--- src/hw/rtl/slru_pkg.sv ---
// Shared constants, configuration and set-row types for the LRU cache core.
package slru_pkg;

   localparam int SETS      = 64;
   localparam int WAYS      = 4;
   localparam int ADDR_BITS = 48;

   // Fixed field widths of the access and result transfers
   localparam int ADDR_W = 48;
   localparam int CNT_W  = 32;

   localparam int TAG_W  = (ADDR_BITS < ADDR_W) ? ADDR_BITS : ADDR_W;
   localparam int SET_W  = (SETS > 1) ? $clog2(SETS) : 1;
   localparam int MAX_IB = $clog2(SETS + 1) - 1;    // floor(log2(SETS))
   localparam int WAY_W  = (WAYS > 1) ? $clog2(WAYS) : 1;

   // Configuration registers
   localparam int OFF_CFG_W  = 4;
   localparam int IDX_CFG_W  = 3;
   localparam int WAYS_CFG_W = 3;
   localparam int PDATA_W    = 32;
   localparam int PADDR_W    = 4;

   localparam logic [OFF_CFG_W-1:0]  OFFSET_RST = 4'd2;
   localparam logic [IDX_CFG_W-1:0]  INDEX_RST  = 3'd0;
   localparam logic [WAYS_CFG_W-1:0] WAYS_RST   = 3'd1;

   typedef enum logic [1:0] {
      REG_OFFSET_BITS = 2'd0,
      REG_INDEX_BITS  = 2'd1,
      REG_WAYS_IN_USE = 2'd2,
      REG_UNUSED      = 2'd3
   } reg_idx_type;

   typedef struct packed {
      logic [OFF_CFG_W-1:0]  offset_bits;
      logic [IDX_CFG_W-1:0]  index_bits;
      logic [WAYS_CFG_W-1:0] ways_in_use;
   } cfg_type;

   // One set as held in the tag RAM: a tag and an age rank per way (0 = most recent)
   typedef struct packed {
      logic [WAYS-1:0][TAG_W-1:0] tags;
      logic [WAYS-1:0][WAY_W-1:0] ranks;
   } row_type;

   localparam int ROW_W = $bits(row_type);

   typedef struct packed {
      logic            hit;
      row_type         row;
      logic [WAYS-1:0] valid;
   } upd_type;

endpackage

--- src/hw/rtl/slru_csr.sv ---
// APB-style configuration registers of the cache core.
module slru_csr (
   input  logic                           clock,
   input  logic                           reset,
   input  logic                           psel,
   input  logic                           penable,
   input  logic                           pwrite,
   input  logic [slru_pkg::PADDR_W-1:0]   paddr,
   input  logic [slru_pkg::PDATA_W-1:0]   pwdata,
   output logic [slru_pkg::PDATA_W-1:0]   prdata,
   output logic                           pready,
   output slru_pkg::cfg_type              cfg
);
   import slru_pkg::*;

   logic [OFF_CFG_W-1:0]  offset_ff, offset_in;
   logic [IDX_CFG_W-1:0]  index_ff, index_in;
   logic [WAYS_CFG_W-1:0] ways_ff, ways_in;
   reg_idx_type           reg_idx;
   logic                  wr_xfer;

   assign reg_idx = reg_idx_type'(paddr[PADDR_W-1:2]);
   assign wr_xfer = psel && penable && pwrite;
   assign pready  = 1'b1;

   always_comb begin
      offset_in = offset_ff;
      index_in  = index_ff;
      ways_in   = ways_ff;
      if (wr_xfer) begin
         case (reg_idx)
            REG_OFFSET_BITS: offset_in = pwdata[OFF_CFG_W-1:0];
            REG_INDEX_BITS:  index_in  = pwdata[IDX_CFG_W-1:0];
            REG_WAYS_IN_USE: ways_in   = pwdata[WAYS_CFG_W-1:0];
            default: ;
         endcase
      end
   end

   always_comb begin
      case (reg_idx)
         REG_OFFSET_BITS: prdata = PDATA_W'(offset_ff);
         REG_INDEX_BITS:  prdata = PDATA_W'(index_ff);
         REG_WAYS_IN_USE: prdata = PDATA_W'(ways_ff);
         default:         prdata = '0;
      endcase
   end

   always_ff @(posedge clock) begin
      if (reset) begin
         offset_ff <= OFFSET_RST;
         index_ff  <= INDEX_RST;
         ways_ff   <= WAYS_RST;
      end else begin
         offset_ff <= offset_in;
         index_ff  <= index_in;
         ways_ff   <= ways_in;
      end
   end

   assign cfg.offset_bits = offset_ff;
   assign cfg.index_bits  = index_ff;
   assign cfg.ways_in_use = ways_ff;

endmodule

--- config.mk ---
export PLATFORM = sky130hd
export DESIGN_NAME = slru_csr
export DESIGN_NICKNAME = d
export VERILOG_FILES = /design/src/hw/rtl/slru_pkg.sv /design/src/hw/rtl/slru_csr.sv
export SDC_FILE = /design/constraint.sdc
export NUM_CORES = 1
export LEC_CHECK = 0
export BUFFER_PORTS_ARGS = -buffer_cell sky130_fd_sc_hd__clkbuf_2
export CORE_ASPECT_RATIO = 0.7
export CORE_MARGIN = 1
export CORE_UTILIZATION = 33
export DETAILED_ROUTE_END_ITERATION = 10
export PLACE_DENSITY_LB_ADDON = 0.1
export SYNTH_ARGS = -nofsm -noshare
export SYNTH_HDL_FRONTEND = slang
export SYNTH_SLANG_ARGS = --single-unit
--- constraint.sdc ---
create_clock -name clock -period 1.5 [get_ports clock]
set_input_delay 0.225 -clock clock [delete_from_list [all_inputs] [get_ports clock]]
set_output_delay 0.225 -clock clock [all_outputs]
set_load 0.01 [all_outputs]
==> results.yml <==
setup_path:
  r2r_start: "offset_ff[1]"
  r2r_end: "offset_ff[1]"
  critical_path.max_stage_delay_ns: 0.36
  reg2reg_depth: 2
  cp-start-kind: "flop"
  timing_worst_setup_path_type: "flop to primary output"
  cp.arrival_ns: 1.03
  reg2reg_slack_ns: 0.88
  slowest_stage: "dfxtp_1"
  cp-end-kind: "primary output"
  path_cells: "mux2i_1 > o21ai_0 > clkbuf_2"
  path_max_fanout: 3
  worstPathRequired_ns: 1.27
grt:
  grt_pass1_vias: 380
  overflow: 0
  antenna_found_initial: 0
  grt_pass1_wl_um: 1820
  grt_max_degree: 17
  grt_usage_pct: 10.5
clock_network:
  clk_pin_slew_ns: 0.07
  cts_tree: "yes"
  root_buffer: "clkbuf_4"
  cts_sinks: 10
  clock_latency_ns: 0.26
  cts_htree_levels: 1
  ctsHoldBuffers: 0
  clock_path_buffers: 2
  post_cts_resized: 0
  numCtsBuffers: 3
  postCtsSetupBuffers: 0
synth:
  synthAdderAreaFrac_pct: 0
  synth_cell_types: 15
  syn_avg_cell_area_um2: 8.67
  synth_simple_gate_area_share_pct: 20.5
  synth_top_family_by_area: "buffers and inverters"
  seq_area_frac_synth_pct: 27.2
  synth_compound_area_share_pct: 2.04
  yosysWarnings: 0
  muxShareOfSynthArea_pct: 17.7
  syn-cell-area_um2: 737
  synth-xor-area-share_pct: 0
  synth_largest_area_cell: "buf_4"
  synth_top_area_share_pct: 30.6
  yosys_register_bits: 10
  syn_inst: 85
  ys_top_cells_by_area: "buf_4 31%, dfxtp_1 27%, mux2i_1 18%, nand2b_1 10%, o21ai_0 2.0%"
min_path:
  hold_start: "pwdata[3]"
  hold_end: "offset_ff[3]"
  min-delay-path-class: "primary input to flop"
  hold_path_depth: 3
route:
  dr.pass1.iters: 3
  wl_per_cell_um: 8.98
  vias_per_cell: 3.80
  vias: 524
  totalWireLength_um: 1240
  drcViolationCount: 0
  ant_nets: 0
  dr.first_iter.drc_count: 5
run:
  max_cap_violations: 0
final_layout:
  design_area_um2: 800
  drive_gt1_share_pct: 27.8
  diodes: 0
  multiInputGateArea_um2: 405
  final_nets: 150
  areaGrowthSynthToFinish_pct: 8.49
  seq_area_um2: 200
  nFillCells: 208
die:
  die_y_um: 41.5
  initial_core_util_pct: 37.4
  die_w_um: 58.5
  fp.coreArea_um2: 1970
  io_pins: 84
  design.die.area_um2: 2430
  num_rows: 13
placed_design:
  port_buffers: 24
  gp_congestion: 0.652
  pre_cts_ws_ns: 0.242
  place_hpwl_um: 1020
  postPlaceCellArea_um2: 763
pwr:
  seq_power_share_pct: 45.0
  powerDensity_nw_per_um2: 755
  p_total_w: 0.000604
  p_sw_share_pct: 26.1
  internal_power_w: 0.000446
  combPwrFrac_pct: 15.6
  peakVddDrop_mv: 0.313
  clkPwrFrac_pct: 39.4
  p_switching_w: 0.000158
  p_leak_nw: 0.403
sta:
  tightestPinTransition_ns: 0.517
  rsz0062_at_grt: "no"
  max_slew_margin_pct: 65.3
  setup_viol: 0
  slew_violations: 0
  setup_tns_ns: 0
  finalWorstSetupSlack_ns: 0.249
  hold_violations: 0
  layout_min_cycle_time_ns: 1.25
  finalCritPeriodShare_pct: 83.4
  skew_ns: 0
  fmax_ghz: 0.799
outcome:
  run_status: "finished, final reports clean"
## critical path: cells and delay by family (launching register included)
kind                   cells  cell delay [ns]
muxes                      1             0.08
DFF                        1             0.36
buffers and inverters      1             0.16
AOI/OAI and AO/OA          1             0.16
## power by group through the flow
stage	sequential, W	clock, W	combinational [W]
floorplan	0.000279	0	0.000122
global placement	0.000278	0	0.0000937
detailed placement	0.000278	0	0.0000939
CTS	0.000272	0.000250	0.0000941
global route	0.000272	0.000266	0.000105
finish	0.000272	0.000238	0.0000945
## sequential cells by signal (all words and copies together), names as in the netlist
name       count
index_ff       3
ways_ff        3
offset_ff      4
## per-layer routing
| metal | GRT usage [%] | vias to the layer above | part of all wire (%) |
|---|---|---|---|
| li1 | - | 263 | - |
| met1 | 14.4 | 225 | 51 |
| met2 | 13.3 | 36 | 38 |
| met3 | 6.54 | 0 | 12 |
| met4 | 2.86 | 0 | 0 |
| met5 | 0 | - | 0 |
## final cells by class
cell class / count / share of cell area [%]
clock buffers: 4 / 4.54
flip-flops and latches: 10 / 25.0
well taps: 30 / 4.69
multi-input cells: 70 / 50.7
repair buffers: 24 / 15.0
## cell usage in the layout, fill, tap and decap left out
cell	n
clkbuf_4	3
conb_1	29
nand2_1	3
nor2b_1	1
nor3b_2	1
nand3_1	1
mux2i_1	13
or3b_1	1
nor3b_1	1
o21ai_0	3
nor3_2	1
nand2b_1	12
clkbuf_8	1
nor2_1	4
clkbuf_2	24
dfxtp_1	10
## worst max path at each step
stage	start	end	slack, ns
6_report	ways_ff[1]	prdata[1]	0.25
4_1_cts	ways_ff[1]	prdata[1]	0.20
2_1_floorplan	pwrite	ways_ff[0]	0.40
3_3_place_gp	paddr[3]	prdata[1]	0.27
3_5_place_dp	pwrite	ways_ff[2]	0.24
5_1_grt	ways_ff[1]	prdata[1]	0.1
## cells in the mapped netlist
| master | number |
|---|---|
| conb_1 | 2 |
| o21ai_0 | 3 |
| nand3_1 | 1 |
| dfxtp_1 | 10 |
| nor3_2 | 1 |
| nand2b_1 | 12 |
| nand2_1 | 3 |
| buf_4 | 30 |
| mux2i_1 | 13 |
| nor2_1 | 4 |
| or3b_1 | 1 |
| nor3b_1 | 1 |
| clkbuf_1 | 2 |
| nor3b_2 | 1 |
| nor2b_1 | 1 |
## metrics by stage
step | hold WS [ns] | instances | utilization [%]
2_1_floorplan | 0.380 | 112 | -
3_3_place_gp | 0.471 | 134 | 38.8
3_5_place_dp | 0.480 | 134 | 38.8
4_1_cts | 0.196 | 138 | 40.6
5_1_grt | 0.207 | 138 | 40.6
6_report | 0.202 | 138 | 40.6
## cells by family after synthesis
kind of cell | Yosys count
other | 2
buffers and inverters | 32
muxes | 13
AOI/OAI and AO/OA | 3
and+or+nand+nor | 25
DFF | 10
Power figures use the tool's default switching activity.
