File: src/hw/rtl/slru_ram.sv
// Generic single-write, single-read RAM with registered read data.
module slru_ram #(
   parameter int  WIDTH = 8,
   parameter int  DEPTH = 16,
   localparam int ADR_W = (DEPTH > 1) ? $clog2(DEPTH) : 1
) (
   input  logic             clock,
   input  logic             wr_en,
   input  logic [ADR_W-1:0] wr_addr,
   input  logic [WIDTH-1:0] wr_data,
   input  logic [ADR_W-1:0] rd_addr,
   output logic [WIDTH-1:0] rd_data
);

   logic [WIDTH-1:0] mem_ff [DEPTH];
   logic [WIDTH-1:0] rd_data_ff;

   always_ff @(posedge clock) begin
      if (wr_en) begin
         mem_ff[wr_addr] <= wr_data;
      end
      rd_data_ff <= mem_ff[rd_addr];
   end

   assign rd_data = rd_data_ff;

endmodule

File: config.mk
export PLATFORM = sky130hd
export DESIGN_NAME = slru_ram
export DESIGN_NICKNAME = d
export VERILOG_FILES = /design/src/hw/rtl/slru_ram.sv
export SDC_FILE = /design/constraint.sdc
export NUM_CORES = 1
export LEC_CHECK = 0
export ABC_AREA = 1
export BUFFER_PORTS_ARGS = -buffer_cell sky130_fd_sc_hd__clkbuf_2
export CELL_PAD_IN_SITES_DETAIL_PLACEMENT = 1
export CELL_PAD_IN_SITES_GLOBAL_PLACEMENT = 1
export CORE_ASPECT_RATIO = 0.5
export CORE_UTILIZATION = 50
export CTS_BUF_LIST = sky130_fd_sc_hd__clkbuf_4 sky130_fd_sc_hd__clkbuf_8 sky130_fd_sc_hd__clkbuf_16
export CTS_CLUSTER_DIAMETER = 30
export DETAILED_ROUTE_END_ITERATION = 7
export PLACE_DENSITY_LB_ADDON = 0.1
export SYNTH_ARGS = -nofsm -noshare
export SYNTH_HDL_FRONTEND = slang
export SYNTH_SLANG_ARGS = --single-unit
export TNS_END_PERCENT = 10
File: constraint.sdc
create_clock -name clock -period 2.9 [get_ports clock]
set_clock_uncertainty 0.05 [all_clocks]
set_input_delay 0.29 -clock clock [delete_from_list [all_inputs] [get_ports clock]]
set_output_delay 0.29 -clock clock [all_outputs]
set_load 0.01 [all_outputs]
==> out/metrics.csv, run 1 <==
metric,value,unit
post-synthesis cell count,551,
uppermost routed layer,met4,
clk_lat worst skew,0.42,ns
top-level port count,26,
count of routing violations after the opening detailed-route iteration,367,
global route overflow,0,
number of setup violations in the final report,0,
reg-to-reg startpoint,mem_ff[10][4],
"most common cell after layout, fill and taps aside",nand2_1,
count of nets after finishing,598,
synthesis-to-finish area growth,14.3,%
non-filler instance count after layout,738,
sequential area share after synthesis,0.694,
total of warnings raised by yosys,0,
share of layout cells above drive strength 1,0.113,
#FFs+latches synth,136,
Clock Root Buffer,clkbuf_16,
number of buffers created by CTS,17,
via count,4029,
fill count,1184,
worst hold path endpoint,rd_data[6],
total global-route track usage,0.288,
f_max,676,MHz
placeable core region,11100,µm²
std cell rows,27,
period utilisation layout,0.510,
clock slew seen by the registers of the worst setup and hold paths,0.06,ns
pin count of the biggest net entering global routing,34,
starting utilization of the core area,0.519,
worst hold start,rd_addr[3],
via count of the first global-routing pass,4142,
"leading cell types in the layout, fill and taps excluded","173 x nand2_1, 128 x edfxtp_1, 100 x inv_1",
number of antenna violations at the first check in global routing,0,
maximum resistive drop on vdd,0.495,mV
Die Ht,77.9,µm
worst slew slack as a fraction of its limit,0.378,
top fanout value on the critical path,33,
required time reported for the critical path endpoint,3.15,ns
distinct cell type count after synthesis,12,
count of hold buffers inserted by post-cts repair,0,
setup repair after global routing missed its margin,false,
type of the setup path with the least slack,input pin to flop,
number of levels in the clock H-tree,4,
post-CTS sizing,0,
Register-to-Register Setup Slack,1.64,ns
result of the run,completed,
count of max-cap constraint violations,0,
pwr/cell area,726,nW/µm²
Hold Crit Class,input pin to flop,
Initial DRT Pass Iterations,5,
wire length of the first global-routing pass,24300,µm
Sequential cell area,4000,µm²
post-layout power,4790,µW
TritonCTS clock tree,yes,
type of element launching the critical path,input pin,
# placed instances,706,
Setup Total Neg Slack,0,ns
"buffers from clock root to sink, at most",2,
number of cell instances on the worst register-to-register path,6,
routed length on met2,7210,µm
met1 routed wirelength after detailed routing,7100,µm
Routed Antenna Nets,0,
area taken by multi-input logic gates,1210,µm²
signal arrival time at the worst endpoint,1.73,ns
min cycle time layout,1.48,ns
setup repair bufs after CTS,0,
R2R Path End,rd_data[4],
final number of max-transition violations,0,
post-synth design cell area,5770,µm²
Routed met3 length,1250,µm
average wire per standard cell,21.4,µm
overall die width,154,µm
CTS Sinks,136,
# port buffers,25,
detailed-route wire length,15800,µm
antenna fix cells,0,
final hold viol count,0,
net count after synthesis,569,
# DRC,0,
reported leakage power,0.00286,µW
average cell area after synthesis,10.5,µm²
Final GP Congestion,0.795,
detailed-route vias per instance,5.46,
Die Area,12000,µm²
category of the worst setup path capture point,flop,
pin slew with the least headroom to its limit,0.930,ns
worst hold path cell count,3,
HPWL after detailed placement,9450,µm
critical path: stages:
cell and delay [ns]:
clkbuf_2 0.24, inv_2 0.12, buf_4 0.36, nand2_1 0.11
nand3_1 0.09, nand3_1 0.20, nand3_1 0.21, nand2_1 0.08
kinds of logic (layout without fill, tap and decap cells):
group | Yosys count | after routing | share of synthesized area
simple gates | 289 | 289 | 0.210
buf+inv | 126 | 168 | 0.0952
flops | 136 | 136 | 0.694
synthesized netlist by cell type (all sizes together):
library cell / count / area (µm²)
edfxtp: 128 / 3840
nand3b: 2 / 15.0
nand3: 97 / 485
buf: 24 / 166
inv: 102 / 383
dfxtp: 8 / 160
nor2: 17 / 63.8
nand2: 173 / 649
final cells by class:
| cell class | count | share of cell area |
|---|---|---|
| Clock inverter | 13 | 0.0271 |
| Timing Repair Buffer | 34 | 0.0292 |
| Tap cell | 145 | 0.0275 |
| Sequential cell | 136 | 0.607 |
| Inverter | 102 | 0.0581 |
| Multi-Input combinational cell | 289 | 0.184 |
| Clock buffer | 19 | 0.0668 |
flip-flops by register name, indices dropped and copies added, names as in the netlist:
signal	count
rd_data	8
mem_ff	128
stage by stage:
step	instance area [µm²]	setup WS, ns	utilization	hold WS [ns]
floorplan	5770	1.61	-	0.339
global placement	5970	1.09	0.538	0.614
detailed placement	5970	1.09	0.538	0.606
CTS	6590	1.48	0.593	0.207
global route	6590	1.37	0.593	0.206
finish	6590	1.42	0.593	0.216
power by group:
group	switching [µW]	internal (µW)	total, µW
Sequential	13.5	2200	2210
Combinational	214	73.1	287
Clock	837	1450	2290
metal layers:
layer	global-route usage	vias to the layer above
met3	0.0777	20
met2	0.441	147
met5	0	-
li1	-	1834
met1	0.404	2028
met4	0.0870	0
how the worst max path moves through the flow:
stage | end | slack, ns | from | cells after the start
6_report | rd_data[4] | 1.42 | rd_addr[0] | 8
5_1_grt | rd_data[4] | 1.37 | rd_addr[0] | 8
4_1_cts | rd_data[4] | 1.48 | rd_addr[0] | 8
3_5_place_dp | rd_data[4] | 1.09 | rd_addr[0] | 8
3_3_place_gp | mem_ff[11][5] | 1.09 | wr_addr[2] | 3
2_1_floorplan | mem_ff[10][0] | 1.61 | wr_addr[2] | 2
(Power assumes the default switching activity.)
==> inputs of run 2 (changes only) <==
--- a/config.mk
+++ b/config.mk
@@ -10,7 +10,7 @@
 export CELL_PAD_IN_SITES_DETAIL_PLACEMENT = 1
 export CELL_PAD_IN_SITES_GLOBAL_PLACEMENT = 1
 export CORE_ASPECT_RATIO = 0.5
-export CORE_UTILIZATION = 50
+export CORE_UTILIZATION = 49
 export CTS_BUF_LIST = sky130_fd_sc_hd__clkbuf_4 sky130_fd_sc_hd__clkbuf_8 sky130_fd_sc_hd__clkbuf_16
 export CTS_CLUSTER_DIAMETER = 30
 export DETAILED_ROUTE_END_ITERATION = 7
==> constraint.sdc (replaced) <==
create_clock -name clock -period 1.4 [get_ports clock]
set_clock_uncertainty 0.05 [all_clocks]
set_input_delay 0.14 -clock clock [delete_from_list [all_inputs] [get_ports clock]]
set_output_delay 0.14 -clock clock [all_outputs]
set_load 0.01 [all_outputs]
==> out/metrics.csv, run 2 (synthesis gave the netlist of run 1 again) <==
metric,value,unit,change
result of the run,completed,,
pwr/cell area,1420,nW/µm²,+95%
type of element launching the critical path,flop,,
count of max-cap constraint violations,0,,unchanged
worst slew slack as a fraction of its limit,0.689,,+0.311
average wire per standard cell,20.6,µm,-3.5%
clk_lat worst skew,0.42,ns,about the same
gr busiest metal,met2,,
min cycle time layout,1.17,ns,
pin slew with the least headroom to its limit,0.467,ns,-0.463 ns
fin worst setup slack,0.229,ns,-1.19 ns
post-layout power,9580,µW,+100%
setup repair bufs after CTS,0,,unchanged
clock slew seen by the registers of the worst setup and hold paths,0.06,ns,about the same
maximum resistive drop on vdd,0.946,mV,+91%
final hold viol count,0,,unchanged
Slowest Stage Delay on Critical Path,0.39,ns,+0.03 ns
synthesis-to-finish area growth,17.4,%,
Final GP Congestion,0.765,,-3.8%
"leading cell types in the layout, fill and taps excluded","173 x nand2_1, 128 x edfxtp_1, 100 x inv_1",,
TritonCTS clock tree,yes,,
wire length of the first global-routing pass,24600,µm,+1.5%
Setup Total Neg Slack,0,ns,unchanged
Initial DRT Pass Iterations,4,,-1
Routed Antenna Nets,0,,unchanged
number of levels in the clock H-tree,4,,unchanged
M1 GR Usage,0.394,,-0.00999
Clock Root Buffer,clkbuf_16,,
HPWL after detailed placement,9680,µm,+2.4%
count of hold buffers inserted by post-cts repair,0,,unchanged
placeable core region,11200,µm²,+0.91%
global route overflow,0,,unchanged
number of buffers created by CTS,17,,unchanged
required time reported for the critical path endpoint,1.21,ns,-1.94 ns
# port buffers,25,,unchanged
Hold Crit Class,input pin to flop,,
count of nets after finishing,615,,+2.8%
post-placement worst setup slack,0.0577,ns,-1.03 ns
std cell rows,27,,unchanged
count of buffer and inverter cells on the critical path,1,,-2
non-filler instance count after layout,769,,+4.2%
met3 track demand over resource,0.0584,,-0.0192
reported leakage power,0.00297,µW,+3.8%
type of the setup path with the least slack,flop to output pin,,
detailed-route wire length,15900,µm,+0.53%
pin count of the biggest net entering global routing,65,,+91%
number of antenna violations at the first check in global routing,1,,+1
category of the worst setup path capture point,output pin,,
overall die width,155,µm,+1.0%
top-level port count,26,,unchanged
signal arrival time at the worst endpoint,0.98,ns,-0.75 ns
total global-route track usage,0.288,,about the same
number of setup violations in the final report,0,,unchanged
period utilisation layout,0.836,,
count of routing violations after the opening detailed-route iteration,418,,+14%
setup repair after global routing missed its margin,false,,
largest reg by FF count,mem_ff,,
ordered cell list for the critical path,clkbuf_2,,
top fanout value on the critical path,1,,-97%
Global Route met2 Usage,0.465,,+0.0237
"delay-heaviest family, CP",flip-flops,,
"most common cell after layout, fill and taps aside",nand2_1,,
# placed instances,737,,+4.4%
Die Ht,78.7,µm,+0.99%
number of flip-flops under the largest register name,128,,unchanged
via count of the first global-routing pass,4350,,+5.0%
starting utilization of the core area,0.514,,-0.00469
"buffers from clock root to sink, at most",2,,unchanged
f_max,854,MHz,
slowest library cell on the worst path,dfxtp_1,,
share of layout cells above drive strength 1,0.138,,+0.0247
final number of max-transition violations,0,,unchanged
CTS Sinks,136,,unchanged
antenna fix cells,0,,unchanged
post-CTS sizing,0,,unchanged
# DRC,0,,unchanged
fill count,1212,,+2.4%
Die Area,12200,µm²,+2.0%
via count,4100,,+1.8%
detailed-route vias per instance,5.33,,-2.3%
run 2: per-stage QoR:
stage / utilization / area [µm²] / hold slack (ns)
after floorplan: - / 5770 / 0.189
final: 0.604 / 6770 / 0.148
after global routing: 0.604 / 6770 / 0.155
after detailed placement: 0.552 / 6190 / 0.479
after CTS: 0.604 / 6770 / 0.131
after global placement: 0.552 / 6190 / 0.476
run 2: area by class of cell:
class	count	area (µm²)	area share
Multi-Input combinational cell	289	1210	0.179
Sequential cell	136	4000	0.591
Tap cell	159	199	0.0294
Clock buffer	22	469	0.0693
Inverter	102	383	0.0566
Clock inverter	10	105	0.0155
Timing Repair Buffer	51	395	0.0584
run 2: power by group:
part / switching, µW / internal [µW]
logic: 451 / 189
clock network: 1630 / 2720
registers: 32.5 / 4550
total: 2120 / 7470
run 2: path summary, 6_finish.rpt:
path	start	endpoint	slack (ns)	cells past startpoint
setup / recovery	rd_data[0]	rd_data[0]	0.23	1
hold / removal	rd_addr[3]	rd_data[1]	0.15	4
setup reg to reg	mem_ff[15][1]	rd_data[1]	0.26	6
hold reg to reg	mem_ff[10][7]	rd_data[7]	0.63	6
run 2: layer usage:
| metal | up-vias | part of all wire |
|---|---|---|
| li1 | 1872 | - |
| met1 | 2059 | 0.45 |
| met2 | 144 | 0.47 |
| met3 | 25 | 0.063 |
| met4 | 0 | 0.019 |
| met5 | - | 0 |
