**config.mk**
```make
export PLATFORM = sky130hd
export DESIGN_NAME = slru_lru
export DESIGN_NICKNAME = d
export VERILOG_FILES = /design/src/hw/rtl/slru_pkg.sv /design/src/hw/rtl/slru_lru.sv
export SDC_FILE = /design/constraint.sdc
export NUM_CORES = 1
export LEC_CHECK = 0
export BUFFER_PORTS_ARGS = -buffer_cell sky130_fd_sc_hd__buf_2
export CAP_MARGIN = 20
export CELL_PAD_IN_SITES_DETAIL_PLACEMENT = 1
export CELL_PAD_IN_SITES_GLOBAL_PLACEMENT = 1
export CORE_AREA = 2 2 182 184
export DETAILED_ROUTE_END_ITERATION = 7
export DIE_AREA = 0 0 184 186
export PLACE_DENSITY_LB_ADDON = 0.1
export SETUP_SLACK_MARGIN = 0.02
export SYNTH_ARGS = -nofsm -noshare
export SYNTH_HDL_FRONTEND = slang
export SYNTH_SLANG_ARGS = --single-unit
export TNS_END_PERCENT = 100
```
**constraint.sdc**
```tcl
create_clock -name vclk -period 5.87
set_input_delay 0.2935 -clock vclk [all_inputs]
set_output_delay 0.2935 -clock vclk [all_outputs]
set_load 0.01 [all_outputs]
```
**src/hw/rtl/slru_pkg.sv**
```systemverilog
// Shared constants, configuration and set-row types for the LRU cache core.
package slru_pkg;

   localparam int SETS      = 64;
   localparam int WAYS      = 4;
   localparam int ADDR_BITS = 48;

   // Fixed field widths of the access and result transfers
   localparam int ADDR_W = 48;
   localparam int CNT_W  = 32;

   localparam int TAG_W  = (ADDR_BITS < ADDR_W) ? ADDR_BITS : ADDR_W;
   localparam int SET_W  = (SETS > 1) ? $clog2(SETS) : 1;
   localparam int MAX_IB = $clog2(SETS + 1) - 1;    // floor(log2(SETS))
   localparam int WAY_W  = (WAYS > 1) ? $clog2(WAYS) : 1;

   // Configuration registers
   localparam int OFF_CFG_W  = 4;
   localparam int IDX_CFG_W  = 3;
   localparam int WAYS_CFG_W = 3;
   localparam int PDATA_W    = 32;
   localparam int PADDR_W    = 4;

   localparam logic [OFF_CFG_W-1:0]  OFFSET_RST = 4'd2;
   localparam logic [IDX_CFG_W-1:0]  INDEX_RST  = 3'd0;
   localparam logic [WAYS_CFG_W-1:0] WAYS_RST   = 3'd1;

   typedef enum logic [1:0] {
      REG_OFFSET_BITS = 2'd0,
      REG_INDEX_BITS  = 2'd1,
      REG_WAYS_IN_USE = 2'd2,
      REG_UNUSED      = 2'd3
   } reg_idx_type;

   typedef struct packed {
      logic [OFF_CFG_W-1:0]  offset_bits;
      logic [IDX_CFG_W-1:0]  index_bits;
      logic [WAYS_CFG_W-1:0] ways_in_use;
   } cfg_type;

   // One set as held in the tag RAM: a tag and an age rank per way (0 = most recent)
   typedef struct packed {
      logic [WAYS-1:0][TAG_W-1:0] tags;
      logic [WAYS-1:0][WAY_W-1:0] ranks;
   } row_type;

   localparam int ROW_W = $bits(row_type);

   typedef struct packed {
      logic            hit;
      row_type         row;
      logic [WAYS-1:0] valid;
   } upd_type;

endpackage

```
**src/hw/rtl/slru_lru.sv**
```systemverilog
// Per-set lookup: tag compare, victim choice and LRU rank update for one access.
module slru_lru (
   input  slru_pkg::row_type              row,
   input  logic [slru_pkg::WAYS-1:0]      valid,
   input  logic [slru_pkg::WAYS-1:0]      in_use,
   input  logic [slru_pkg::TAG_W-1:0]     tag,
   output slru_pkg::upd_type              upd
);
   import slru_pkg::*;

   localparam logic [WAY_W-1:0] RANK_LAST = WAY_W'(WAYS - 1);

   logic             hit_found;
   logic [WAY_W-1:0] hit_way;
   logic             free_found;
   logic [WAY_W-1:0] free_way;
   logic [WAY_W-1:0] old_way;
   logic [WAY_W-1:0] target;
   logic [WAY_W-1:0] r;
   logic             fill_all;

   always_comb begin
      hit_found  = 1'b0;
      hit_way    = '0;
      free_found = 1'b0;
      free_way   = '0;
      old_way    = '0;
      for (int w = 0; w < WAYS; w++) begin
         if (!hit_found && in_use[w] && valid[w] && row.tags[w] == tag) begin
            hit_found = 1'b1;
            hit_way   = WAY_W'(w);
         end
         if (!free_found && in_use[w] && !valid[w]) begin
            free_found = 1'b1;
            free_way   = WAY_W'(w);
         end
      end
      // first in-use way holding the highest rank
      for (int w = 1; w < WAYS; w++) begin
         if (in_use[w] && row.ranks[w] > row.ranks[old_way]) begin
            old_way = WAY_W'(w);
         end
      end
   end

   always_comb begin
      if (hit_found) begin
         target = hit_way;
      end else if (free_found) begin
         target = free_way;
      end else begin
         target = old_way;
      end
      // filling an empty way ages every other valid in-use way, saturating at the last rank
      fill_all = !hit_found && free_found;
      r        = row.ranks[target];

      upd.hit   = hit_found;
      upd.row   = row;
      upd.valid = valid;
      for (int w = 0; w < WAYS; w++) begin
         if (WAY_W'(w) == target) begin
            upd.row.ranks[w] = '0;
         end else if (in_use[w] && valid[w] && (fill_all || row.ranks[w] < r) &&
                      row.ranks[w] != RANK_LAST) begin
            upd.row.ranks[w] = row.ranks[w] + WAY_W'(1);
         end
      end
      if (!hit_found) begin
         upd.row.tags[target] = tag;
         upd.valid[target]    = 1'b1;
      end
   end

endmodule
```
==> results of run 1 <==
==> routing by layer <==
layer | vias up | part of all wire
met5 | - | 0.0015
met4 | 10 | 0.012
met3 | 32 | 0.064
met2 | 276 | 0.54
met1 | 3544 | 0.38
li1 | 3483 | -
==> logic make-up after synthesis <==
kind of cell,synth area share
AO/OA/AOI/OAI,0.0901
XOR/XNOR,0.261
adder cells (fa/ha/maj),0.0229
buffers and inverters,0.0788
multiplexers,0.366
AND/OR/NAND/NOR,0.182
==> final cells by class <==
class	instances	area, µm²
antenna	5	12.5
tap	408	510
inverter	27	101
multi-input combinational	636	5470
fill	4006	23600
timing repair buffer	478	2520
==> placed cells by master (no fill, tap or decap), drive strengths merged, types with 12 or more instances in the layout <==
cell type	count
mux2	189
xnor2	118
nor2b	13
inv	27
nor2	18
nor4	20
xor2	57
nand3	12
o21ai	18
nand2	27
nand4	44
buf	478
==> per-stage QoR <==
| step | area (µm²) | power [mW] | std cells |
|---|---|---|---|
| 4_1_cts | 8580 | 1.17 | 1547 |
| 3_3_place_gp | 8580 | 1.17 | 1547 |
| 2_1_floorplan | 5900 | 0.654 | 734 |
| 5_1_grt | 8600 | 1.24 | 1550 |
| 6_report | 8610 | 1.16 | 1554 |
| 3_5_place_dp | 8580 | 1.17 | 1547 |
==> worst min-delay path: stages <==
cell and delay [ps]:
buf_2 100, or2_2 100, buf_2 110
==> repair_timing <==
action                                 CTS  global route
setup endpoints to repair                0            24
endpoints found under the hold margin    0             0
buffers inserted                         0             2
resized for setup                        0             1
==> worst max-delay path by stage <==
stage                           to  slack [ps]  startpoint
final                      upd[10]         270      row[1]
after global routing        upd[8]          70      row[1]
after CTS                 upd[148]         190      row[1]
after detailed placement  upd[148]         210      row[1]
after global placement     upd[10]         280      row[1]
after floorplan           upd[167]         820      row[1]
==> power groups by stage <==
stage,clock [mW],sequential (mW),combinational [mW]
after CTS,0,0,1.17
after global placement,0,0,1.17
after detailed placement,0,0,1.17
final,0.0000000143,0,1.16
after floorplan,0,0,0.654
after global routing,0.0000000228,0,1.24
==> summary.txt, run 1 <==
PnR worst setup slack = 266 ps
RSZ-0062 raised after global routing = false
CP Data Arrival Time = 5310 ps
DR WL/cell = 26.8 µm
Port Buffers = 461
Worst setup SP type = input pin
Residual DRC count = 0
Yosys warnings = 0
Post-Synthesis Cell Area = 5900 µm²
Initial antenna violation count = 10
Sequential area share after synthesis = 0
CP required = 5580 ps
Period utilization = 0.955
Most common cell in the netlist = mux2_2
First-pass GRT wire length = 56,000 µm
F_max = 178 MHz
Final WL = 41,700 µm
Dpl hpwl = 36,300 µm
Comb pwr share = 1.000
Leakage = 3.77 nW
Post-Place Worst Slack = 206 ps
Slowest CP cell = mux2_2
Starting Density = 0.183
Die Wd = 184 µm
Most Crowded Layer GR = met2
Worst rel slew slack = 0.568
Most frequent CP cell = ha_1
Hold Path Class = input pin to output port
Top-area cell type share of the netlist area = 0.361
Crit end category = output port
Share of cells above drive strength 1 = 0.605
FFs & Latches = 0
CP bufs+invs = 6
Max incr delay on CP = 390 ps
Sw Pwr = 0.635 mW
Post-cts hold buffer count = 0
Max rail drop VDD = 0.0471 mV
Final Setup Violations = 0
Worst-Margin Slew = 643 ps
Levels on crit path = 26
Register Area = 0 µm²
Power per cell area = 135 nW/µm²
Clock share of power = 0
# IOs = 461
Placer Congestion = 0.881
Final Hold Viols = 0
Average size of a mapped cell = 8.04 µm²
Met3 Usage GRT = 0.0491
Vias = 7,345
Number of global-route vias before repair = 7,830
Post-synthesis instance total = 734
Tot GR Track Use = 0.230
Die Ht = 186 µm
Post-synth top cells = mux2_2, xnor2_1, xor2_1, nand4_1, clkbuf_1
Outcome = complete, no violations
Critical path type = input pin to output port
Top delay family on crit path = compound AO/OA/AOI/OAI gates
Largest net degree at the start of global routing = 44
Post-DR vias/cell = 4.73
Pre-antenna DRT Iters = 6
Hold path endpoint = upd[0]
Internal power = 0.525 mW
WHS = 890 ps
Ranking of synthesized cells by area = mux2_2, xnor2_1, xor2_1
Initial DRC count = 211
Library cells used by synthesis = 65
GRT met2 Usage = 0.459
Crit path max fanout = 6
Hold path start = valid[0]
Crit path time final = 5600 ps
Layout area overhead = 45.9%
Synthesized net count = 1,000
Core Util, Final = 0.267
Seq pwr share = 0
GR Layer Usage met1 = 0.254
# nets final = 1,409
Yosys top cell by area = mux2_2
DIE AREA = 34,200 µm²
Fin. max-slew vios = 0
Switching Share = 0.548
Row count = 66
GRT overflow = 0
Worst hold path depth = 3
Fin Setup TNS = 0 ps
Max_cap viols = 0
Clock buffer count = 0
Final ANT Viol Nets = 0
Core area = 32,200 µm²
(Power assumes the default switching activity.)
==> run 2, diff against run 1 <==
Settings changed: MAX_ROUTING_LAYER set to met4.
==> run 2 against run 1 <==
First-iteration DRC count rose by 0.47%. Critical path type unchanged. Worst setup slack improved by 41 ps. Highest routed layer is now met4. Non-clock buffer count did not move. Flip-flop and latch count is the same. Total power shrank 0.11%. Critical endpoint unchanged. Count of clock-buffer cells in the layout stayed put. Sequential share of layout area did not move. Largest cell class unchanged.
==> summary.txt, run 2 (synthesized netlist as in run 1, its figures left out) <==
Outcome = complete, no violations (unchanged)
Worst setup path endpoint = upd[10] (unchanged)
DIE AREA = 34,200 µm² (unchanged)
CP required = 5580 ps (about the same)
GRT overflow = 0 (unchanged)
Crit path max fanout = 6 (unchanged)
CP Data Arrival Time = 5270 ps (was 5310 ps)
Commonest cells after routing, fill and taps aside = buf_2, mux2_2, xnor2_1, xor2_1, nand4_1 (unchanged)
First-pass GRT wire length = 55,900 µm (was 56,000 µm)
Die Ht = 186 µm (unchanged)
RSZ-0062 raised after global routing = false (unchanged)
Crit path time final = 5560 ps (was 5600 ps)
Final WL = 41,500 µm (was 41,700 µm)
Worst setup SP type = input pin (unchanged)
Initial DRC count = 212 (was 211)
Share of cells above drive strength 1 = 0.605 (unchanged)
Final Setup Violations = 0 (unchanged)
F_max = 180 MHz (was 178 MHz)
Row count = 66 (unchanged)
Levels on crit path = 26 (unchanged)
Pre-antenna DRT Iters = 6 (unchanged)
Max rail drop VDD = 0.0474 mV (was 0.0471 mV)
Fin Setup TNS = 0 ps (unchanged)
Largest net degree at the start of global routing = 44 (unchanged)
Initial antenna violation count = 10 (unchanged)
Placer Congestion = 0.895 (was 0.881)
# nets final = 1,409 (unchanged)
Core area = 32,200 µm² (unchanged)
Most common cell after layout, fill and taps aside = buf_2 (unchanged)
Vias = 7,354 (was 7,345)
Hold Path Class = input pin to output port (unchanged)
CP bufs+invs = 6 (unchanged)
FFs & Latches = 0 (unchanged)
# IOs = 461 (unchanged)
Die Wd = 184 µm (unchanged)
Starting Density = 0.183 (unchanged)
Power per cell area = 134 nW/µm² (was 135 nW/µm²)
Critical path type = input pin to output port (unchanged)
Crit end category = output port (unchanged)
Top delay family on crit path = compound AO/OA/AOI/OAI gates (unchanged)
Slowest CP cell = mux2_2 (unchanged)
Period utilization = 0.948 (was 0.955)
Final-layout fill cell count = 4,013 (was 4,006)
Layout area overhead = 46.1% (was 45.9%)
Max_cap viols = 0 (unchanged)
Post-DR vias/cell = 4.72 (was 4.73)
Port Buffers = 461 (unchanged)
Most frequent CP cell = ha_1 (unchanged)
DR WL/cell = 26.6 µm (was 26.8 µm)
Number of global-route vias before repair = 7,855 (was 7,830)
Leakage = 3.77 nW (about the same)
Dpl hpwl = 36,300 µm (unchanged)
Clock buffer count = 0 (unchanged)
Tot GR Track Use = 0.236 (was 0.230)
Worst-Margin Slew = 639 ps (was 643 ps)
Max incr delay on CP = 390 ps (about the same)
WHS = 890 ps (about the same)
Final ANT Viol Nets = 0 (unchanged)
Residual DRC count = 0 (unchanged)
Post-DP Area = 8580 µm² (unchanged)
Final instance area = 8620 µm² (was 8610 µm²)
Worst rel slew slack = 0.570 (was 0.568)
Critical Path Source = row[1] (unchanged)
Register Area = 0 µm² (unchanged)
Final Hold Viols = 0 (unchanged)
Fin. max-slew vios = 0 (unchanged)
## run 2: repair_timing
action	4_1_cts	5_1_grt
setup buffers	0	2
resized for setup	0	1
hold buffers	0	0
endpoints found under the setup margin	0	24
## run 2: worst min-delay path by stage
stage / start / endpoint / cells after the start
final: valid[0] / upd[0] / 3
after floorplan: row[4] / upd[8] / 1
after CTS: valid[0] / upd[0] / 3
after global routing: valid[0] / upd[0] / 3
after detailed placement: valid[0] / upd[0] / 3
after global placement: valid[0] / upd[0] / 3
## run 2: cell type report
type / count / area (µm²) / share of cell area
antenna: 10 / 25.0 / 0.00290
multi-input combinational: 636 / 5470 / 0.634
inverter: 27 / 101 / 0.0118
tap: 408 / 510 / 0.0592
timing repair buffer: 478 / 2520 / 0.292
## run 2: routing by layer
| metal | track usage | share of wire | wire length, µm | up-vias |
|---|---|---|---|---|
| met5 | - | 0 | 0 | - |
| met1 | 0.254 | 0.39 | 16000 | 3565 |
| li1 | - | - | - | 3496 |
| met3 | 0.0448 | 0.056 | 2320 | 30 |
| met2 | 0.460 | 0.55 | 22700 | 263 |
| met4 | 0.0259 | 0.013 | 524 | 0 |
## run 2: report_power, final
part | switching, mW | internal (mW) | leakage [nW]
sequential | 0 | 0 | 0
clock | 0 | 0.000000118 | 0.0000661
combinational | 0.634 | 0.525 | 3.77
total | 0.634 | 0.525 | 3.77
## run 2: stage by stage
stage | utilization | total power [mW] | instances | worst slack, ps
2_1_floorplan | - | 0.654 | 734 | 817
3_3_place_gp | 0.267 | 1.17 | 1547 | 285
3_5_place_dp | 0.267 | 1.17 | 1547 | 206
4_1_cts | 0.267 | 1.17 | 1547 | 186
5_1_grt | 0.268 | 1.24 | 1558 | 65.8
6_report | 0.268 | 1.16 | 1559 | 308
==> run 3, diff against run 2 <==
Settings changed: ABC_AREA set to 1, CORE_AREA 2 2 182 184 to 5 5 176 178, DIE_AREA 0 0 184 186 to 0 0 181 183.
==> run 3 against run 2 <==
Maximum frequency is 9.2% higher. Count of clock-buffer cells in the layout stayed put. Critical path depth stayed put. Synthesized cell count is 87% higher. Worst setup slack better by 470 ps. Die area is 3.2% lower. Flip-flop and latch count stayed put. Area after synthesis is 3.3% higher. Sequential share of layout area stayed put. Critical endpoint is now upd[50]. Total power is 2.4% lower. Largest power group unchanged.
==> summary.txt, run 3 <==
Outcome = complete, no violations (unchanged)
Fin Setup TNS = 0 ps (unchanged)
Commonest cells after routing, fill and taps aside = nand2_1, buf_2, o21ai_0, nor2_1, inv_1 (was buf_2, mux2_2, xnor2_1, xor2_1, nand4_1)
Sw Pwr = 0.748 mW (was 0.634 mW)
Share of cells above drive strength 1 = 0.307 (was 0.605)
Initial DRC count = 494 (was 212)
Number of global-route vias before repair = 10,300 (was 7,855)
Final Setup Violations = 0 (unchanged)
Yosys top cell by area = nand2_1 (was mux2_2)
Layout area overhead = 42.2% (was 46.1%)
Mux contribution to synthesized area = 0 (was 0.366)
First-pass GRT wire length = 65,600 µm (was 55,900 µm)
Dpl cells = 2,179 (was 1,547)
Post-Synth XOR/XNOR Area = 0.0488 (was 0.261)
Residual DRC count = 0 (unchanged)
Final Hold Viols = 0 (unchanged)
Period utilization = 0.868 (was 0.948)
Average size of a mapped cell = 4.45 µm² (was 8.04 µm²)
Post-Synthesis Cell Area = 6100 µm² (was 5900 µm²)
Most common cell after layout, fill and taps aside = nand2_1 (was buf_2)
Worst rel slew slack = 0.285 (was 0.570)
Internal power = 0.383 mW (was 0.525 mW)
Post-cts sizing count = 0 (unchanged)
Top-area cell type share of the netlist area = 0.383 (was 0.361)
Vias = 10,200 (was 7,354)
Core area = 29,200 µm² (was 32,200 µm²)
DIE AREA = 33,100 µm² (was 34,200 µm²)
Yosys warnings = 0 (unchanged)
Post-DP Area = 8670 µm² (was 8580 µm²)
Crit path time final = 5090 ps (was 5560 ps)
Post-DR vias/cell = 4.65 (was 4.72)
Switching Share = 0.661 (was 0.547)
GR Layer Usage met1 = 0.340 (was 0.254)
GRT met2 Usage = 0.470 (was 0.460)
Largest family of logic cells by synthesized area = simple AND/OR/NAND/NOR gates (was multiplexers)
Post-CTS Setup Bufs = 0 (unchanged)
Most common cell in the netlist = nand2_1 (was mux2_2)
Sequential area share after synthesis = 0 (unchanged)
Dpl hpwl = 39,900 µm (was 36,300 µm)
Final WL = 46,100 µm (was 41,500 µm)
RSZ-0062 raised after global routing = false (unchanged)
Library cells used by synthesis = 32 (was 65)
Crit path max fanout = 97 (was 6)
Largest net degree at the start of global routing = 98 (was 44)
Die Ht = 183 µm (was 186 µm)
CP Data Arrival Time = 4800 ps (was 5270 ps)
Pre-antenna DRT Iters = 5 (was 6)
Most Crowded Layer GR = met2 (unchanged)
CP required = 5580 ps (about the same)
Leakage = 5.36 nW (was 3.77 nW)
DR WL/cell = 21.1 µm (was 26.6 µm)
Post-synthesis simple-gate area fraction = 0.543 (was 0.182)
Tot GR Track Use = 0.267 (was 0.236)
Register Area = 0 µm² (unchanged)
Post-synthesis instance total = 1,372 (was 734)
Post-cts hold buffer count = 0 (unchanged)
Non-filler cells, final = 2,183 (was 1,559)
Row count = 63 (was 66)
Hold Path Class = input pin to output port (unchanged)
Die Wd = 181 µm (was 184 µm)
Final instance area = 8680 µm² (was 8620 µm²)
Clock buffer count = 0 (unchanged)
Final ANT Viol Nets = 0 (unchanged)
Crit end category = output port (unchanged)
Seq pwr share = 0 (about the same)
Met3 Usage GRT = 0.0341 (was 0.0448)
# nets final = 2,057 (was 1,409)
FFs & Latches = 0 (unchanged)
Post-synth top cells = nand2_1, o21ai_0, nor2_1, inv_1, o21ai_1 (was mux2_2, xnor2_1, xor2_1, nand4_1, clkbuf_1)
Starting Density = 0.209 (was 0.183)
Worst-Margin Slew = 1070 ps (was 639 ps)
Clock share of power = 0 (about the same)
Comb pwr share = 1.000 (about the same)
Critical path type = input pin to output port (unchanged)
Port Buffers = 461 (unchanged)
Max_cap viols = 0 (unchanged)
Synthesized net count = 1,638 (was 1,000)
# IOs = 461 (unchanged)
Post-Synth Adder-Cell Area = 0.0205 (was 0.0229)
Worst setup SP type = input pin (unchanged)
Ranking of synthesized cells by area = nand2_1, o21ai_0, o21ai_1 (was mux2_2, xnor2_1, xor2_1)
Fin. max-slew vios = 0 (unchanged)
Initial antenna violation count = 3 (was 10)
Max rail drop VDD = 0.0464 mV (was 0.0474 mV)
F_max = 196 MHz (was 180 MHz)
Placer Congestion = 0.875 (was 0.895)
Power per cell area = 130 nW/µm² (was 134 nW/µm²)
Post-synthesis compound-gate area fraction = 0.232 (was 0.0901)
GRT overflow = 0 (unchanged)
==> run 3: power groups by stage <==
stage | sequential, mW | combinational, mW | clock, mW
floorplan | 0 | 0.605 | 0
detailed placement | 0 | 1.14 | 0
finish | 0 | 1.13 | 0.0000000603
global placement | 0 | 1.13 | 0
global route | 0 | 1.24 | 0.0000000684
CTS | 0 | 1.14 | 0
==> run 3: layout make-up <==
type	instances	area [µm²]
Fill cell	4267	20600
Multi-Input combinational cell	1143	5170
Timing Repair Buffer	462	2310
Inverter	184	691
Tap cell	390	488
Antenna cell	4	10.0
==> run 3: cell families after synthesis <==
| logic type | Yosys count |
|---|---|
| AOI/OAI and AO/OA | 280 |
| xor gates and xnor gates | 34 |
| adders and majority gates | 10 |
| buffers and inverters | 229 |
| and+or+nand+nor | 819 |
==> run 3: worst paths after layout <==
check / depth (start not counted) / start / end
min: 4 / valid[0] / upd[0]
max: 26 / row[2] / upd[50]
==> run 3: metal layers <==
| metal | up-vias | wire (µm) |
|---|---|---|
| li1 | 5097 | - |
| met1 | 4713 | 20700 |
| met2 | 329 | 22400 |
| met3 | 22 | 2450 |
| met4 | 0 | 554 |
| met5 | - | 0 |
==> run 3: worst max-delay path, cell delays in order <==
cell and delay, ps:
buf_2 120, inv_1 140, ha_1 260, a21oi_1 140, o21ai_1 130, o21ai_0 280
ha_1 290, nand2_1 60, nand2_1 40, nor2_1 130, inv_1 100, nand2_1 80
o21ai_0 90, ha_1 300, a21oi_1 160, nor2_1 70, o21ai_1 120, o311ai_1 220
nand2_8 160, nand2_8 80, inv_2 70, nand2_1 90, inv_2 90, nand2_4 530
o21ai_1 480, buf_2 210
==> run 3: metrics by stage <==
step	power, mW	util	hold WS (ps)	worst slack [ps]
2_1_floorplan	0.605	-	696	2030
3_3_place_gp	1.13	0.296	889	816
3_5_place_dp	1.14	0.296	894	748
4_1_cts	1.14	0.296	895	734
5_1_grt	1.24	0.297	924	321
6_report	1.13	0.297	889	776
